$ cat config.mk
export PLATFORM = sky130hd
export DESIGN_NAME = bhts_front
export DESIGN_NICKNAME = d
export VERILOG_FILES = /design/src/design/bhts_pkg.sv /design/src/design/bhts_fifo.sv /design/src/design/bhts_front.sv
export SDC_FILE = /design/constraint.sdc
export NUM_CORES = 1
export LEC_CHECK = 0
export BUFFER_PORTS_ARGS = -buffer_cell sky130_fd_sc_hd__clkbuf_2
export CORE_MARGIN = 2
export CORE_UTILIZATION = 45
export CTS_CLUSTER_DIAMETER = 40
export CTS_CLUSTER_SIZE = 30
export DETAILED_ROUTE_END_ITERATION = 6
export GPL_ROUTABILITY_DRIVEN = 0
export GPL_TIMING_DRIVEN = 1
export HOLD_SLACK_MARGIN = 0.08
export PLACE_DENSITY = 0.7
export SLEW_MARGIN = 40
export SYNTH_ARGS = -nofsm -noshare
export SYNTH_HDL_FRONTEND = slang
export SYNTH_HIERARCHICAL = 1
export SYNTH_SLANG_ARGS = --single-unit
$ cat constraint.sdc
create_clock -name clock -period 4.9 [get_ports clock]
set_clock_uncertainty 0.15 [all_clocks]
set_input_delay 0.735 -clock clock [delete_from_list [all_inputs] [get_ports clock]]
set_output_delay 0.735 -clock clock [all_outputs]
set_load 0.1 [all_outputs]
$ cat src/design/bhts_pkg.sv
package bhts_pkg;

   localparam int HASH_W  = 32;
   localparam int SLOT_W  = 10;
   localparam int COUNT_W = 11;

   localparam logic [COUNT_W-1:0] COUNT_RESET = 11'd16;

   localparam logic OP_WRITE  = 1'b0;
   localparam logic OP_LOOKUP = 1'b1;

   typedef struct packed {
      logic              lookup;
      logic [SLOT_W-1:0] slot;
      logic [HASH_W-1:0] hash;
   } cmd_type;

   typedef struct packed {
      logic              found;
      logic [SLOT_W-1:0] match_index;
   } rsp_type;

   typedef enum logic [1:0] {
      BK_IDLE,
      BK_PROBE,
      BK_CMP,
      BK_RESULT
   } back_state_type;

endpackage

$ cat src/design/bhts_fifo.sv
module bhts_fifo
   #(
      parameter int WIDTH = 8,
      parameter int DEPTH = 2
   )
   (
      input  logic             clock,
      input  logic             reset,
      input  logic             wr_en,
      input  logic [WIDTH-1:0] wr_data,
      input  logic             rd_en,
      output logic [WIDTH-1:0] rd_data,
      output logic             full,
      output logic             empty
   );

   localparam int PW = (DEPTH > 1) ? $clog2(DEPTH) : 1;
   localparam int CW = $clog2(DEPTH + 1);

   logic [WIDTH-1:0] slots_ff [DEPTH];
   logic [PW-1:0]    wr_ptr_ff, wr_ptr_in;
   logic [PW-1:0]    rd_ptr_ff, rd_ptr_in;
   logic [CW-1:0]    count_ff, count_in;
   logic             do_wr, do_rd;

   assign full  = (count_ff == CW'(DEPTH));
   assign empty = (count_ff == '0);
   assign do_wr = wr_en && !full;
   assign do_rd = rd_en && !empty;
   assign rd_data = slots_ff[rd_ptr_ff];

   always_comb begin
      wr_ptr_in = wr_ptr_ff;
      rd_ptr_in = rd_ptr_ff;
      count_in  = count_ff;
      if (do_wr) begin
         wr_ptr_in = (wr_ptr_ff == PW'(DEPTH - 1)) ? '0 : wr_ptr_ff + 1'b1;
      end
      if (do_rd) begin
         rd_ptr_in = (rd_ptr_ff == PW'(DEPTH - 1)) ? '0 : rd_ptr_ff + 1'b1;
      end
      if (do_wr && !do_rd) begin
         count_in = count_ff + 1'b1;
      end else if (do_rd && !do_wr) begin
         count_in = count_ff - 1'b1;
      end
   end

   always_ff @(posedge clock) begin
      if (reset) begin
         wr_ptr_ff <= '0;
         rd_ptr_ff <= '0;
         count_ff  <= '0;
      end else begin
         wr_ptr_ff <= wr_ptr_in;
         rd_ptr_ff <= rd_ptr_in;
         count_ff  <= count_in;
      end
   end

   always_ff @(posedge clock) begin
      if (do_wr) begin
         slots_ff[wr_ptr_ff] <= wr_data;
      end
   end

endmodule

$ cat src/design/bhts_front.sv
module bhts_front
   import bhts_pkg::*;
   #(
      parameter int MAX_ENTRIES = 1024
   )
   (
      input  logic              clock,
      input  logic              reset,
      input  logic              push,
      output logic              full,
      input  logic              opcode,
      input  logic [SLOT_W-1:0] entry_slot,
      input  logic [HASH_W-1:0] hash_value,
      input  logic              cmd_pop,
      output logic              cmd_empty,
      output cmd_type           cmd
   );

   cmd_type                 cmd_in;
   logic                    keep;
   logic                    accept;
   logic [$bits(cmd_type)-1:0] cmd_bits;

   // Drop writes that land beyond the store; lookups always pass.
   assign keep   = (opcode == OP_LOOKUP) || (32'(entry_slot) < MAX_ENTRIES);
   assign accept = push && !full;

   always_comb begin
      cmd_in.lookup = (opcode == OP_LOOKUP);
      cmd_in.slot   = entry_slot;
      cmd_in.hash   = hash_value;
   end

   bhts_fifo #(
      .WIDTH ($bits(cmd_type)),
      .DEPTH (2)
   ) u_cmd_queue (
      .clock   (clock),
      .reset   (reset),
      .wr_en   (accept && keep),
      .wr_data (cmd_in),
      .rd_en   (cmd_pop),
      .rd_data (cmd_bits),
      .full    (full),
      .empty   (cmd_empty)
   );

   assign cmd = cmd_type'(cmd_bits);

endmodule

==> out/metrics.cfg <==
[timing]
slew_headroom = 0.601
finalMaxSlewViolations = 0
grt_setup_unrepaired = no
period_share = 0.572
setup_ws_ns = 2.10
fmax_mhz = 357
fin_tns_setup_ns = 0
worstMarginPinSlew_ns = 0.598
finalSetupViolations = 0
finalCriticalPeriod_ns = 2.80
hold_viol = 0

[drt]
ant_nets = 0
drt_pass1_iterations = 4
vias_per_cell = 4.75
wl_um = 5530
initialDrtViolationCount = 85
route.vias.total = 1715
drt-wirelength-per-cell_um = 15.3
drc = 0

[clock_tree]
ctsHoldBuffers = 0
post_cts_buffers = 0
cts_sinks = 91
htreeDepth = 3
insertion_delay_ns = 0.35
cts_tree = yes
numCtsBuffers = 9
ctsResizeCount = 0
clkTransAtPathRegs_ns = 0.09
ctsRootBufferMaster = clkbuf_8
clock_path_buffers = 2

[setup_path]
cp_data_required_time_ns = 4.01
cp-end-kind = output port
cp.arrival_ns = 1.92
path_class = register to output port
cp_slowest_cell = dfxtp_4
crit_path_max_fanout = 43
worstRegToRegCells = 5
start_kind = register
max_stage_delay_ns = 0.72
cp_cell_sequence = mux2_2 > clkbuf_2

[finish]
final_net_count = 305
drive_above_1_share = 0.592
fin_util = 0.573
n_antenna_cell = 0
area_growth_pct = 24.1
final_cell_mix = clkbuf_2 (91), edfxtp_1 (86), mux2_2 (43), clkbuf_8 (9), nor2_1 (5)
layout_commonest_cell = clkbuf_2

[logic_synthesis]
synth-seq-cells = 91
synth_fp_nets = 208
syn-cell-area_mm2 = 0.00333
synth_top_area_cell = edfxtp_1
yosys-top-cells-area = edfxtp_1 (78%), mux2_2 (15%), dfxtp_1 (3.0%)
syn_area_per_cell_um2 = 20.8
synth.distinct_cells = 15
syn_inst = 160
yosys_warnings = 6
ys_seq_area_frac = 0.805
synth_top_area_share = 0.775

[floorplanning]
die_y_um = 90.0
die-area_mm2 = 0.00811
die_x_um = 90.0
core-area_mm2 = 0.00721
io-pin-count = 92
rows = 31
start_util = 0.462

[grt]
track_usage = 0.140
grt-ovfl-total = 0
grt_max_degree = 44
antenna_found_initial = 0
grt_pass1_vias = 1725
grt_pass1_wl_um = 8610

[flow_run]
maxCapViolCount = 0

[placement]
io_buffers = 91
hpwl_um = 3460
pre_cts_ws_ns = 2.47

[min_path]
hp-class = register to register
whs_path_depth = 2

[status]
status = finished, final reports clean

-- cells by family (layout without fill, tap and decap cells) --
| kind of cell | count (synthesis) | in the layout | share of synthesized area |
|---|---|---|---|
| AO/OA/AOI/OAI | 5 | 5 | 0.00751 |
| XOR/XNOR | 3 | 3 | 0.00789 |
| adder cells (fa/ha/maj) | 1 | 1 | 0.00376 |
| buffers and inverters | 7 | 109 | 0.0120 |
| flip-flops | 91 | 91 | 0.805 |
| multiplexers | 43 | 43 | 0.145 |
| AND/OR/NAND/NOR | 10 | 10 | 0.0180 |
-- Yosys cell counts --
master	count
nor2b_4	1
xor2_1	3
mux2_2	43
dfxtp_1	5
edfxtp_1	86
ha_1	1
inv_1	2
a21oi_1	2
o21ai_0	3
nor2_1	5
buf_4	3
or3_1	2
buf_2	2
nor2b_2	1
and2_1	1
-- through the flow --
step                      instances  hold WS (ns)  instance area, um2
after floorplan                 160         0.302                3330
after global placement          345         0.318                3880
after detailed placement        345         0.331                3890
after CTS                       361         0.348                4130
after global routing            361         0.381                4130
final                           361         0.351                4130
-- layout make-up --
type	count	area [um2]
clock buffers	9	124
clock inverters	7	123
fillers	596	3080
inverters	2	10.0
multi-input cells	62	611
flip-flops and latches	91	2690
well taps	99	124
repair buffers	91	455
-- state kept, by name, indices dropped and copies added, names as in the netlist, named ones only --
register               cells
u_cmd_queue/slots_ff      86
u_cmd_queue/rd_ptr_ff      1
u_cmd_queue/wr_ptr_ff      1
u_cmd_queue/count_ff       2
-- critical path, delay by kind of cell, from the launching register on --
kind                   cells  cell delay [ns]
buffers and inverters      1             0.37
DFF                        1             0.72
muxes                      1             0.43
-- worst paths after layout --
kind | startpoint | to | slack [ns]
worst max-delay path | register | cmd[21] | 2.10
worst min-delay path | u_cmd_queue/wr_ptr_ff | u_cmd_queue/wr_ptr_ff | 0.35
worst max register to register | u_cmd_queue/count_ff[1] | u_cmd_queue/slots_ff[0][35] | 2.81
worst min register to register | u_cmd_queue/wr_ptr_ff | u_cmd_queue/wr_ptr_ff | 0.35
-- layer usage --
layer / part of all wire / wire length, um / GRT usage
met1: 0.43 / 2410 / 0.176
met2: 0.49 / 2740 / 0.224
met3: 0.054 / 299 / 0.0352
met4: 0.016 / 90 / 0.0769
met5: 0 / 0 / 0
Power is not shown: default switching activity piles up to over one toggle a cycle in this logic, so the estimate is an artifact.
